===== src/rtl/kruskal_union_find_engine_defines.svh =====
// Assertion macros for the kufe modules, used by kufe_dsu.
// Needs clk and rst_n in the scope of each use.
`ifndef KRUSKAL_UNION_FIND_ENGINE_DEFINES_SVH
`define KRUSKAL_UNION_FIND_ENGINE_DEFINES_SVH

// same-cycle implication
`define KUFE_ASSERT(lbl, ante, cons, msg) \
  lbl: assert property (@(posedge clk) disable iff (!rst_n) (ante) |-> (cons)) \
    else $error(msg);

// next-cycle implication
`define KUFE_ASSERT_NEXT(lbl, ante, cons, msg) \
  lbl: assert property (@(posedge clk) disable iff (!rst_n) (ante) |=> (cons)) \
    else $error(msg);

`endif


===== src/rtl/kufe_pkg.sv =====
// Types, widths and helpers for the Kruskal union-find engine.
// No dependencies.
package kufe_pkg;

  localparam int MAX_NODES  = 1024;
  localparam int IDX_W      = $clog2(MAX_NODES);
  localparam int SIZE_W     = $clog2(MAX_NODES + 1);
  localparam int CNT_W      = $clog2(MAX_NODES + 1);
  localparam int NODE_W     = 11;
  localparam int WEIGHT_W   = 32;
  localparam int COST_W     = 48;
  localparam int RED_W      = 32;
  localparam int JOIN_W     = 10;
  localparam int NODE_RESET = 1024;

  typedef enum logic {
    OP_EDGE  = 1'b0,
    OP_CLEAR = 1'b1
  } opcode_t;

  typedef enum logic [2:0] {
    S_CLEAR,
    S_IDLE,
    S_WALK,
    S_COMP,
    S_MERGE,
    S_JOIN,
    S_DONE
  } state_t;

  typedef struct packed {
    logic              root;
    logic [IDX_W-1:0]  parent;
    logic [SIZE_W-1:0] size;
  } node_word_t;

  typedef struct packed {
    logic                clear;
    logic                taken;
    logic                redundant;
    logic [WEIGHT_W-1:0] weight;
  } done_t;

  function automatic logic [CNT_W-1:0] eff_count(input logic [NODE_W-1:0] n);
    logic [CNT_W-1:0] res;
    if (n == '0) begin
      res = CNT_W'(1);
    end else if (32'(n) > MAX_NODES) begin
      res = CNT_W'(MAX_NODES);
    end else begin
      res = CNT_W'(n);
    end
    return res;
  endfunction

endpackage


===== src/rtl/kufe_out_if.sv =====
// Result channel: valid/ready plus the per-edge result and running totals.
// Depends on kufe_pkg.
interface kufe_out_if;
  import kufe_pkg::*;

  logic              valid;
  logic              ready;
  logic              edge_taken;
  logic [COST_W-1:0] total_cost;
  logic [RED_W-1:0]  redundant_count;
  logic [JOIN_W-1:0] tree_edges;
  logic              spanning;

  modport source (output valid, edge_taken, total_cost, redundant_count, tree_edges,
                  spanning, input ready);
  modport sink   (input valid, edge_taken, total_cost, redundant_count, tree_edges,
                  spanning, output ready);
endinterface


===== src/rtl/kufe_totals.sv =====
// Running totals (cost, redundant and tree edge counts) and the result register.
// Depends on kufe_pkg and kufe_out_if.
module kufe_totals (
  input  logic                       clk,
  input  logic                       rst_n,
  input  logic [kufe_pkg::CNT_W-1:0] eff_n,
  input  logic                       done_valid,
  output logic                       done_ready,
  input  kufe_pkg::done_t            done,
  kufe_out_if.source                 out_ch
);
  import kufe_pkg::*;

  logic [COST_W-1:0] cost_r, cost_nxt;
  logic [RED_W-1:0]  red_r, red_nxt;
  logic [JOIN_W-1:0] joined_r, joined_nxt;
  logic              out_valid_r, out_valid_nxt;
  logic              taken_out_r, taken_out_nxt;
  logic              span_r, span_nxt;
  logic [COST_W:0]   cost_add;
  logic              xfer;

  assign done_ready = !out_valid_r || out_ch.ready;
  assign xfer       = done_valid && done_ready;
  assign cost_add   = {1'b0, cost_r} + (COST_W + 1)'(done.weight);

  always_ff @(posedge clk) begin
    if (!rst_n) begin
      cost_r      <= '0;
      red_r       <= '0;
      joined_r    <= '0;
      out_valid_r <= 1'b0;
    end else begin
      cost_r      <= cost_nxt;
      red_r       <= red_nxt;
      joined_r    <= joined_nxt;
      out_valid_r <= out_valid_nxt;
    end
  end

  always_ff @(posedge clk) begin
    taken_out_r <= taken_out_nxt;
    span_r      <= span_nxt;
  end

  always_comb begin
    cost_nxt      = cost_r;
    red_nxt       = red_r;
    joined_nxt    = joined_r;
    taken_out_nxt = taken_out_r;
    span_nxt      = span_r;
    out_valid_nxt = out_valid_r && !out_ch.ready;
    if (xfer) begin
      out_valid_nxt = 1'b1;
      if (done.clear) begin
        cost_nxt   = '0;
        red_nxt    = '0;
        joined_nxt = '0;
      end else if (done.taken) begin
        cost_nxt = cost_add[COST_W] ? '1 : cost_add[COST_W-1:0];
        if (joined_r != '1) begin
          joined_nxt = joined_r + JOIN_W'(1);
        end
      end else if (done.redundant) begin
        if (red_r != '1) begin
          red_nxt = red_r + RED_W'(1);
        end
      end
      taken_out_nxt = done.taken;
      span_nxt      = (32'(joined_nxt) == (32'(eff_n) - 32'd1));
    end
  end

  assign out_ch.valid           = out_valid_r;
  assign out_ch.edge_taken      = taken_out_r;
  assign out_ch.total_cost      = cost_r;
  assign out_ch.redundant_count = red_r;
  assign out_ch.tree_edges      = joined_r;
  assign out_ch.spanning        = span_r;

endmodule


===== src/flat_wrapper.sv =====
// flat-port wrapper written by rule: the top's interface ports become plain ports
module kufe_totals_flat import kufe_pkg::*;
  (clk, rst_n, eff_n, done_valid, done_ready, done, out_ch_valid, out_ch_edge_taken, out_ch_total_cost, out_ch_redundant_count, out_ch_tree_edges, out_ch_spanning, out_ch_ready);
  kufe_out_if out_ch_i ();
  input  logic clk;
  input  logic rst_n;
  input  logic [kufe_pkg::CNT_W-1:0] eff_n;
  input  logic done_valid;
  output logic done_ready;
  input  kufe_pkg::done_t done;
  output wire logic [$bits(out_ch_i.valid)-1:0] out_ch_valid;
  output wire logic [$bits(out_ch_i.edge_taken)-1:0] out_ch_edge_taken;
  output wire logic [$bits(out_ch_i.total_cost)-1:0] out_ch_total_cost;
  output wire logic [$bits(out_ch_i.redundant_count)-1:0] out_ch_redundant_count;
  output wire logic [$bits(out_ch_i.tree_edges)-1:0] out_ch_tree_edges;
  output wire logic [$bits(out_ch_i.spanning)-1:0] out_ch_spanning;
  input wire logic [$bits(out_ch_i.ready)-1:0] out_ch_ready;
  assign out_ch_valid = out_ch_i.valid;
  assign out_ch_edge_taken = out_ch_i.edge_taken;
  assign out_ch_total_cost = out_ch_i.total_cost;
  assign out_ch_redundant_count = out_ch_i.redundant_count;
  assign out_ch_tree_edges = out_ch_i.tree_edges;
  assign out_ch_spanning = out_ch_i.spanning;
  assign out_ch_i.ready = out_ch_ready;
  kufe_totals u_core (.clk(clk), .rst_n(rst_n), .eff_n(eff_n), .done_valid(done_valid), .done_ready(done_ready), .done(done), .out_ch(out_ch_i));
endmodule

===== config.mk =====
export PLATFORM = sky130hd
export DESIGN_NAME = kufe_totals_flat
export DESIGN_NICKNAME = d
export VERILOG_FILES = /design/src/rtl/kruskal_union_find_engine_defines.svh /design/src/rtl/kufe_pkg.sv /design/src/rtl/kufe_out_if.sv /design/src/rtl/kufe_totals.sv /design/src/flat_wrapper.sv
export SDC_FILE = /design/constraint.sdc
export NUM_CORES = 1
export LEC_CHECK = 0
export BUFFER_PORTS_ARGS = -buffer_cell sky130_fd_sc_hd__buf_4
export CELL_PAD_IN_SITES_DETAIL_PLACEMENT = 0
export CELL_PAD_IN_SITES_GLOBAL_PLACEMENT = 1
export CORE_MARGIN = 5
export CORE_UTILIZATION = 43
export DETAILED_ROUTE_END_ITERATION = 12
export PLACE_DENSITY_LB_ADDON = 0.1
export SYNTH_ARGS = -nofsm -noshare
export SYNTH_HDL_FRONTEND = slang
export SYNTH_SLANG_ARGS = --single-unit

===== constraint.sdc =====
create_clock -name clk -period 5.6 [get_ports clk]
set_clock_uncertainty 0.2 [all_clocks]
set_input_delay 0.84 -clock clk [delete_from_list [all_inputs] [get_ports clk]]
set_output_delay 0.84 -clock clk [all_outputs]
set_load 0.01 [all_outputs]

==> run summary, run 1 <==
Vias per cell -> 5.71
Pin count of the biggest net entering global routing -> 33
Synth Instances -> 847
Die width -> 132 um
Post-Synthesis Mean Instance Area -> 7.61 um2
PortBufs -> 143
TritonCTS Buffers -> 9
Drt pass-1 iters -> 5
Vias in the first global route -> 6238
WL per Instance -> 16.5 um
Gr ovfl total -> 0
Root Buffer Master -> clkbuf_16
# resized after CTS -> 0
Pwr per Cell Area -> 198 nW/um2
WHS Path Cells -> 2
Clock latency on the worst-skew pair -> 0.36 ns
Post-Synthesis Cell Area -> 6440 um2
ANT cells -> 0
Max-cap violations -> 0
Fmax -> 0.275 GHz
Placed cells -> 1148
Initial Util -> 44.0%
Crit end category -> flip-flop
Area growth, synth to finish -> 24.1%
Sequential cell area -> 1880 um2
First-pass GRT wire length -> 31500 um
Register bit total from synthesis -> 93
Final nets -> 1061
CTS clock-pin slew for the worst setup and hold paths -> 0.07 ns
Total length of routed wires -> 19200 um
Relative slew slack -> 31.5%
Post-layout min period -> 3.64 ns
H-tree levels -> 3
Final GP Congestion -> 0.905
Crit-path max FO -> 13
Fillcell total -> 1459
CP startpoint kind -> primary input
Core ar. -> 14600 um2
Final Total Pwr -> 1.58 mW
Worst endpoint data arrival time -> 3.72 ns
CTS Buffer Depth -> 2
Fin. Hold Viols -> 0
Most frequent cells in the layout -> 152 x buf_4, 100 x nand2_1, 91 x dfxtp_1, 88 x a21oi_1, 75 x nor2_1
CTS tree -> built
Antenna-violating nets left -> 0
Die Area -> 17500 um2
YS warnings -> 0
DR iter-0 viols -> 450
CTS sink cnt -> 93
Sequential fraction of the synthesis area -> 29.2%
Initial antenna violation count -> 0
Post-synth EDFFs -> 2
Fin util -> 54.6%
Multi-input gate area -> 4340 um2
FP Rows -> 44
I/O pins -> 144
Fin Setup TNS -> 0 ns
Maximum VDD drop -> 0.000145 V
Final setup fails -> 0
FFs w/ async S/R, synth -> 0%
Syn Nets -> 933
Die height -> 132 um
Share of layout cells above drive strength 1 -> 18.9%
Post CTS Setup Buffer Count -> 0
Setup Crit Path Kind -> primary input to flip-flop
Synth cell types -> 72
Final period util -> 65.0%
Status -> completed
Main synth FF type -> dfxtp_1
Worst reg2reg path depth -> 9
RSZ-0062 raised after global routing -> no
# hold bufs at CTS -> 0
Global Route Usage Sum -> 21.3%
CP required -> 5.68 ns
Hold WS -> 0.260 ns
Pins Over Slew Limit -> 0
Fin cells -> 1164
Tightest Pin Transition -> 1.03 ns
Final HPWL DP -> 14300 um
Via Count -> 6648
P_leak -> 3.46 nW
# DRC -> 0
Commonest non-fill, non-tap cell in the layout -> buf_4
Type of the tightest min-delay check -> flip-flop to flip-flop
## cells in the mapped netlist, drive strengths merged, types with 2 or more instances
| cell | count | area, um2 |
|---|---|---|
| nand2 | 100 | 375 |
| dfxtp | 91 | 1820 |
| a21oi | 90 | 454 |
| nor2 | 76 | 285 |
| o21ai | 59 | 295 |
| xor2 | 45 | 394 |
| nand3 | 44 | 225 |
| ha | 35 | 438 |
| xnor2 | 26 | 228 |
| clkbuf | 24 | 90.1 |
| inv | 24 | 90.1 |
| nor3 | 18 | 90.1 |
| a21o | 17 | 128 |
| and3 | 17 | 106 |
| a211oi | 16 | 130 |
| nand4 | 16 | 100 |
| and2 | 14 | 87.6 |
| buf | 11 | 52.6 |
| nor4 | 10 | 75.1 |
| a31oi | 9 | 56.3 |
| or3 | 9 | 57.6 |
| and4 | 8 | 71.3 |
| a211o | 6 | 52.6 |
| nor2b | 6 | 37.5 |
| o211ai | 6 | 50.1 |
| o21a | 6 | 45.0 |
| mux2i | 5 | 50.1 |
| o311ai | 5 | 43.8 |
| a311oi | 4 | 52.6 |
| nand2b | 4 | 25.0 |
| or4 | 4 | 30.0 |
| a31o | 3 | 26.3 |
| o22ai | 3 | 18.8 |
| o2bb2ai | 3 | 26.3 |
| o31a | 3 | 26.3 |
| o31ai | 3 | 27.5 |
| a21boi | 2 | 15.0 |
| a22oi | 2 | 15.0 |
| edfxtp | 2 | 60.1 |
| nand4b | 2 | 17.5 |
| o2111ai | 2 | 17.5 |
## area by class of cell
| type | count | area share (%) |
|---|---|---|
| clock buffer | 9 | 2.82 |
| clock inverter | 7 | 1.08 |
| inverter | 25 | 1.17 |
| multi-input combinational | 694 | 54.2 |
| sequential | 93 | 23.5 |
| tap | 184 | 2.88 |
| timing repair buffer | 152 | 14.3 |
## registers in the layout, summed over array words and instances (netlist names)
register                       cells
u_core.out_ch.total_cost          48
u_core.out_ch.redundant_count     32
u_core.out_ch.tree_edges          10
u_core.out_ch.edge_taken           1
u_core.out_ch.spanning             1
u_core.out_ch.valid                1
## per-layer routing
metal | part of all wire (%) | up-vias | track usage [%]
li1 | - | 3342 | -
met3 | 5.9 | 22 | 4.14
met4 | 1.7 | 0 | 6.87
met5 | 0 | - | 0
met2 | 43 | 196 | 31.7
met1 | 49 | 3088 | 31.0
## metrics by stage
step	setup slack (ns)	instance area, um2
floorplan	2.22	6440
CTS	2.02	8000
detailed placement	1.63	7680
global route	1.69	8000
finish	1.96	8000
global placement	1.64	7680
## logic make-up after synthesis
logic type                 count (synthesis)  synth area share [%]
buffers and inverters                     60                  3.67
DFF                                       93                  29.2
and+or+nand+nor                          334                  25.3
muxes                                      5                 0.777
AOI/OAI and AO/OA                        248                  24.3
xor gates and xnor gates                  71                  9.65
adders and majority gates                 36                  7.11
## critical path, cell delays in order
cell and delay [ns]:
buf_4 0.11, ha_1 0.39, nand2_1 0.20, nor4_1 0.54, nand2_1 0.15, o21ai_0 0.21, o211ai_2 0.22, a211oi_2 0.87
a21oi_1 0.06, o21ai_0 0.13
## power by group
part | internal, mW | leakage, nW | switching [mW]
clock | 0.358 | 0.151 | 0.306
combinational | 0.0991 | 2.56 | 0.139
sequential | 0.672 | 0.754 | 0.00833
total | 1.13 | 3.46 | 0.452
## final timing paths
check,from,to,slack (ns)
worst max-delay path,done[18],u_core.out_ch.total_cost[23],1.96
worst min-delay path,u_core.out_ch.total_cost[19],u_core.out_ch.total_cost[19],0.26
worst max register to register,u_core.out_ch.total_cost[18],u_core.out_ch.total_cost[23],2.16
worst min register to register,u_core.out_ch.total_cost[19],u_core.out_ch.total_cost[19],0.26
(Power assumes the default switching activity.)
==> run 2, diff against run 1 <==
--- a/config.mk
+++ b/config.mk
@@ -5,11 +5,12 @@
 export SDC_FILE = /design/constraint.sdc
 export NUM_CORES = 1
 export LEC_CHECK = 0
+export ABC_AREA = 1
 export BUFFER_PORTS_ARGS = -buffer_cell sky130_fd_sc_hd__buf_4
 export CELL_PAD_IN_SITES_DETAIL_PLACEMENT = 0
 export CELL_PAD_IN_SITES_GLOBAL_PLACEMENT = 1
 export CORE_MARGIN = 5
-export CORE_UTILIZATION = 43
+export CORE_UTILIZATION = 40
 export DETAILED_ROUTE_END_ITERATION = 12
 export PLACE_DENSITY_LB_ADDON = 0.1
 export SYNTH_ARGS = -nofsm -noshare
==> constraint.sdc (replaced) <==
create_clock -name clk -period 3.6 [get_ports clk]
set_clock_uncertainty 0.2 [all_clocks]
set_input_delay 0.54 -clock clk [delete_from_list [all_inputs] [get_ports clk]]
set_output_delay 0.54 -clock clk [all_outputs]
set_load 0.01 [all_outputs]
==> run 2 against run 1 <==
Effect of this change: global-route usage is 1.5 points higher; wire length rose by 46%; worst setup slack got worse by 1.2 ns; clock power rose by 54%; total power increased by 72%; largest cell class unchanged; largest power group unchanged; highest routed layer unchanged.
==> run summary, run 2 <==
Post-synth top area cell -> nand2_1
Post-route cell area -> 10300 um2 (+29%)
H-tree levels -> 3 (unchanged)
Post-Synthesis Mean Instance Area -> 5.84 um2 (-23%)
Synth Instances -> 1478 (+74%)
# hold bufs at CTS -> 0 (unchanged)
Pins Over Slew Limit -> 0 (unchanged)
Clock latency on the worst-skew pair -> 0.37 ns (about the same)
Drt pass-1 iters -> 5 (unchanged)
Total length of routed wires -> 28100 um (+46%)
Fillcell total -> 2337 (+60%)
Final Total Pwr -> 2.73 mW (+72%)
FP Rows -> 53 (+20%)
Die Area -> 24600 um2 (+40%)
Most frequent cells in the layout -> 509 x nand2_1, 225 x inv_1, 152 x buf_4, 140 x nor2_1, 91 x dfxtp_1
# DRC -> 0 (unchanged)
Final period util -> 77.9%
Sequential fraction of the synthesis area -> 21.8% (-7.4 points)
CTS clock-pin slew for the worst setup and hold paths -> 0.08 ns (about the same)
Crit end category -> flip-flop
Final HPWL DP -> 22600 um (+58%)
Initial Util -> 40.8% (-3.2 points)
Placed cells -> 1873 (+63%)
Core ar. -> 21200 um2 (+44%)
CTS Buffer Depth -> 2 (unchanged)
Vias per cell -> 4.93 (-14%)
Pin count of the biggest net entering global routing -> 49 (+48%)
Critical Path Max Stage Delay -> 0.44 ns (-0.43 ns)
Worst endpoint data arrival time -> 2.86 ns (-0.86 ns)
CTS tree -> built
Fmax -> 0.357 GHz
Commonest non-fill, non-tap cell in the layout -> nand2_1
Initial antenna violation count -> 0 (unchanged)
FFs w/ async S/R, synth -> 0% (unchanged)
Main synth FF type -> dfxtp_1
Pwr per Cell Area -> 265 nW/um2 (+34%)
Hold WS -> 0.238 ns (-0.0220 ns)
Most common cell in the synthesized netlist -> nand2_1
ANT cells -> 0 (unchanged)
Uppermost layer routed -> met4
Fin util -> 48.7% (-6.0 points)
Register bit total from synthesis -> 93 (unchanged)
Post-layout min period -> 2.80 ns
First-pass GRT wire length -> 45100 um (+43%)
Fin cells -> 1889 (+62%)
Wire length on met1 -> 12600 um (+34%)
Die height -> 157 um (+18%)
Setup Crit Path Kind -> flip-flop to flip-flop
Synth cell types -> 46 (-36%)
Fin Setup TNS -> 0 ns (unchanged)
Synth top cells by count -> 509 x nand2_1, 225 x inv_1, 141 x nor2_1
Top cell type's share of synthesized area -> 22.1% (-6.1 points)
Slowest cell on the critical path -> fa_1
Post CTS Setup Buffer Count -> 0 (unchanged)
Post-Place Cell Area -> 9990 um2 (+30%)
Number of flip-flops in the largest register -> 48 (unchanged)
CTS sink cnt -> 93 (unchanged)
Area growth, synth to finish -> 19.2%
Post-synth EDFFs -> 2 (unchanged)
P_leak -> 5.13 nW (+48%)
CP startpoint kind -> flip-flop
Antenna-violating nets left -> 0 (unchanged)
Share of layout cells above drive strength 1 -> 17.1% (-1.8 points)
Type of the tightest min-delay check -> primary input to flip-flop
DR iter-0 viols -> 426 (-5.3%)
Max-cap violations -> 0 (unchanged)
Crit path top cell by count -> nand2_1
RSZ-0062 raised after global routing -> no
Final nets -> 1695 (+60%)
Syn Nets -> 1564 (+68%)
Met3 WL post-DR -> 1170 um (+2.9%)
YS warnings -> 0 (unchanged)
Vias in the first global route -> 8861 (+42%)
Crit-path max FO -> 11 (-2)
Maximum VDD drop -> 0.000196 V (+35%)
WL per Instance -> 14.9 um (-9.8%)
Final GP Congestion -> 0.948 (+4.7%)
Final setup fails -> 0 (unchanged)
Relative slew slack -> 50.8% (+19 points)
Global Route Usage Sum -> 22.8% (+1.5 points)
Tightest Pin Transition -> 0.737 ns (-0.289 ns)
# resized after CTS -> 0 (unchanged)
WL met2 -> 13500 um (+64%)
CP required -> 3.66 ns (-2.02 ns)
PortBufs -> 143 (unchanged)
Via Count -> 9308 (+40%)
Fin. Hold Viols -> 0 (unchanged)
Worst path cell trace -> ha_1, fa_1, nand2_1, nand2_1, nand3_1, nand2_1, nand2_1, nand2_2, nand2_1, nand2_2, nand2_2, buf_12, nand3_2, nand2_1, a21oi_2
Die width -> 157 um (+18%)
Setup slack after layout -> 0.795 ns (-1.16 ns)
Pre-CTS setup slack -> 0.509 ns (-1.12 ns)
Gr ovfl total -> 0 (unchanged)
Post-Synthesis Cell Area -> 8630 um2 (+34%)
I/O pins -> 144 (unchanged)
Top cells by area, synth -> nand2_1 22%, dfxtp_1 21%, inv_1 9.8%
Root Buffer Master -> clkbuf_16
TritonCTS Buffers -> 9 (unchanged)
Status -> completed
run 2: changes by cell type in the layout (fill, tap and decap cells not counted), moves of 28 or more:
cell	delta
nand2_1	+409
inv_1	+202
nor2_1	+65
nand3_1	+46
a21oi_2	+29
o21ai_0	-28
run 2: cell families (layout without fill, tap and decap cells):
family | Yosys count | after routing | synth area share [%]
AOI/OAI and AO/OA | 178 | 178 | 12.8
xor gates and xnor gates | 41 | 41 | 4.16
adders and majority gates | 36 | 36 | 5.30
buffers and inverters | 278 | 414 | 12.8
DFF | 93 | 93 | 21.8
and+or+nand+nor | 852 | 852 | 43.2
run 2: report_power, final:
part / switching, mW / internal [mW] / leakage (nW) / total (mW)
sequential: 0.0310 / 1.06 / 0.757 / 1.09
combinational: 0.388 / 0.225 / 4.23 / 0.613
clock: 0.526 / 0.495 / 0.145 / 1.02
run 2: metal layers:
metal,vias to the layer above,track usage (%)
li1,4919,-
met1,4137,28.6
met2,212,40.6
met3,40,2.47
met4,0,8.10
met5,-,0
run 2: final cells by class:
class,count,area [um2],area share [%]
Multi-Input combinational cell,1107,5670,55.1
Sequential cell,93,1880,18.3
Timing Repair Buffer,154,1180,11.5
Inverter,244,916,8.90
Tap cell,275,344,3.34
Clock buffer,9,225,2.19
Clock inverter,7,75.1,0.729
run 2: path summary, 6_finish.rpt:
| kind | start | slack (ns) | to | cells past startpoint |
|---|---|---|---|---|
| setup / recovery | u_core.out_ch.total_cost[0] | 0.80 | u_core.out_ch.total_cost[30] | 15 |
| hold / removal | done_valid | 0.24 | u_core.out_ch.valid | 3 |
| setup reg to reg | u_core.out_ch.total_cost[0] | 0.80 | u_core.out_ch.total_cost[30] | 15 |
| hold reg to reg | u_core.out_ch.total_cost[10] | 0.29 | u_core.out_ch.total_cost[10] | 2 |
run 2: critical path, delay by kind of cell, from the launching register on:
family,cells,cell delay [ns]
flops,1,0.34
fa+ha+maj,2,0.68
simple gates,11,1.21
buf+inv,1,0.20
compound gates,1,0.05
==> run 3, diff against run 2 <==
--- a/config.mk
+++ b/config.mk
@@ -5,7 +5,7 @@
 export SDC_FILE = /design/constraint.sdc
 export NUM_CORES = 1
 export LEC_CHECK = 0
-export ABC_AREA = 1
+export ABC_AREA = 0
 export BUFFER_PORTS_ARGS = -buffer_cell sky130_fd_sc_hd__buf_4
 export CELL_PAD_IN_SITES_DETAIL_PLACEMENT = 0
 export CELL_PAD_IN_SITES_GLOBAL_PLACEMENT = 1
==> constraint.sdc (replaced) <==
create_clock -name clk -period 2.85 [get_ports clk]
set_clock_uncertainty 0.2 [all_clocks]
set_input_delay 0.4275 -clock clk [delete_from_list [all_inputs] [get_ports clk]]
set_output_delay 0.4275 -clock clk [all_outputs]
set_load 0.01 [all_outputs]
==> run 3 against run 2 <==
Effect of this change: the run now ends with setup timing left; sequential share of layout area increased by 1.5 points; critical path depth decreased by 4; worst setup slack got worse by 0.80 ns; critical path type unchanged; clock-buffer cell count unchanged; cell area decreased by 6.9%; register-to-register slack got worse by 0.80 ns.
==> run summary, run 3 (synthesis results as in run 1) <==
Relative slew slack -> 45.3% (-5.5 points)
RSZ-0062 raised after global routing -> yes
CTS Buffer Depth -> 2 (unchanged)
CP Launch Point -> u_core.out_ch.total_cost[0]
P_leak -> 4.13 nW (-19%)
Status -> finished, violations left
Hold path startpoint -> done_valid
# hold bufs at CTS -> 0 (unchanged)
CTS sink cnt -> 93 (unchanged)
Clock latency on the worst-skew pair -> 0.36 ns (about the same)
Antenna-violating nets left -> 0 (unchanged)
Vias in the first global route -> 6493 (-27%)
Area growth, synth to finish -> 48.7%
Final Total Pwr -> 3.25 mW (+19%)
Via Count -> 7103 (-24%)
# DRC -> 0 (unchanged)
Pin count of the biggest net entering global routing -> 31 (-37%)
Vias per cell -> 5.39 (+9.3%)
H-tree levels -> 3 (unchanged)
DR iter-0 viols -> 409 (-4.0%)
Total length of routed wires -> 21600 um (-23%)
R2r setup slk -> -0.007 ns (-0.80 ns)
Crit-path max FO -> 6 (-5)
Sequential cell area -> 1890 um2 (+0.53%)
Post-layout min period -> 2.86 ns (+0.0519 ns)
Fin util -> 60.5% (+12 points)
Final nets -> 1184 (-30%)
Root Buffer Master -> clkbuf_16
Type of the tightest min-delay check -> primary input to flip-flop
Fin. Hold Viols -> 0 (unchanged)
Tightest Pin Transition -> 0.814 ns (+0.0770 ns)
CP required -> 2.90 ns (-0.76 ns)
Fillcell total -> 1515 (-35%)
TritonCTS Buffers -> 9 (unchanged)
Number of flip-flops in the largest register -> 48 (unchanged)
ANT cells -> 0 (unchanged)
Initial antenna violation count -> 0 (unchanged)
Drt pass-1 iters -> 5 (unchanged)
First-pass GRT wire length -> 32800 um (-27%)
Violated checks -> setup timing
Gr ovfl total -> 0 (unchanged)
FF-to-FF Start -> u_core.out_ch.total_cost[0]
CTS tree -> built
Final setup fails -> 2 (+2)
CP Capture Point -> u_core.out_ch.total_cost[29]
Fmax -> 0.350 GHz (-1.8%)
Worst reg2reg path depth -> 11 (-4)
Die Area -> 18800 um2 (-24%)
Global Route Usage Sum -> 21.5% (-1.3 points)
Multi-input gate area -> 4890 um2 (-14%)
Pins Over Slew Limit -> 0 (unchanged)
Max-cap violations -> 0 (unchanged)
Crit end category -> flip-flop
Reg2reg end -> u_core.out_ch.total_cost[29]
WL per Instance -> 16.4 um (+10%)
Most frequent cells in the layout -> 269 x buf_4, 97 x nand2_1, 85 x dfxtp_1, 73 x nor2_1, 72 x a21oi_1
Final HPWL DP -> 15600 um (-31%)
Setup slack after layout -> -0.00678 ns (-0.802 ns)
Pwr per Cell Area -> 339 nW/um2 (+28%)
FP Rows -> 46 (-13%)
I/O pins -> 144 (unchanged)
Final GP Congestion -> 0.881 (-7.1%)
CP startpoint kind -> flip-flop
Setup Crit Path Kind -> flip-flop to flip-flop
Initial Util -> 40.7% (-0.098 points)
Commonest non-fill, non-tap cell in the layout -> buf_4
PortBufs -> 143 (unchanged)
Core ar. -> 15800 um2 (-25%)
Final period util -> 100% (+22 points)
Share of layout cells above drive strength 1 -> 36.0% (+19 points)
CTS clock-pin slew for the worst setup and hold paths -> 0.08 ns (about the same)
Die height -> 137 um (-13%)
Die width -> 137 um (-13%)
Worst endpoint data arrival time -> 2.91 ns (+0.05 ns)
Maximum VDD drop -> 0.000272 V (+39%)
[run 3: area by class of cell]
cell class                 count  share of cell area (%)
multi-input combinational    694                    51.1
clock inverter                 7                   0.796
timing repair buffer         275                    22.2
clock buffer                   9                    2.35
sequential                    93                    19.7
inverter                      25                   0.979
tap                          216                    2.82
[run 3: worst max-delay path, cell delays in order, from the launching register on]
cell,delay (ns)
dfxtp_2,0.34
ha_4,0.16
fa_2,0.37
a211oi_2,0.21
o21a_1,0.20
a2111o_1,0.24
a21oi_4,0.09
o211ai_4,0.26
a21oi_4,0.10
buf_12,0.15
clkbuf_16,0.16
o31a_1,0.26
[run 3: timing repair]
| action | 4_1_cts | 5_1_grt |
|---|---|---|
| resized for setup | 6 | 128 |
| setup endpoints to repair | 9 | 49 |
| pin swaps | 2 | 53 |
| gates cloned | 0 | 3 |
| setup buffers | 0 | 7 |
| endpoints found under the hold margin | 0 | 0 |
[run 3: where the power goes]
group | internal [mW] | switching (mW)
logic | 0.292 | 0.335
registers | 1.32 | 0.0163
clock network | 0.693 | 0.591
total | 2.31 | 0.942
[run 3: worst min-delay path by stage]
stage,endpoint,cells after the start
6_report,u_core.out_ch.valid,3
5_1_grt,u_core.out_ch.valid,3
3_5_place_dp,u_core.out_ch.total_cost[13],2
2_1_floorplan,u_core.out_ch.total_cost[10],2
3_3_place_gp,u_core.out_ch.total_cost[8],2
4_1_cts,u_core.out_ch.valid,3
[run 3: per-stage QoR]
step / setup WS (ns) / hold slack [ns] / instances / setup TNS, ns / cell area (um2)
global route: -0.121 / 0.114 / 1319 / -1.97 / 9580
global placement: -0.267 / 0.250 / 1294 / -6.15 / 8610
floorplan: -0.00867 / 0.279 / 847 / -0.00867 / 6470
detailed placement: -0.303 / 0.253 / 1294 / -7.44 / 8610
finish: -0.00678 / 0.127 / 1319 / -0.0106 / 9580
CTS: -0.000566 / 0.117 / 1310 / -0.000566 / 8940
[run 3: routing by layer]
metal	GRT usage (%)	share of wire, %	vias to the layer above
met2	32.9	45	171
met5	0	0	-
met4	4.49	1.2	0
met3	3.35	5.4	18
li1	-	-	3578
met1	31.8	48	3336
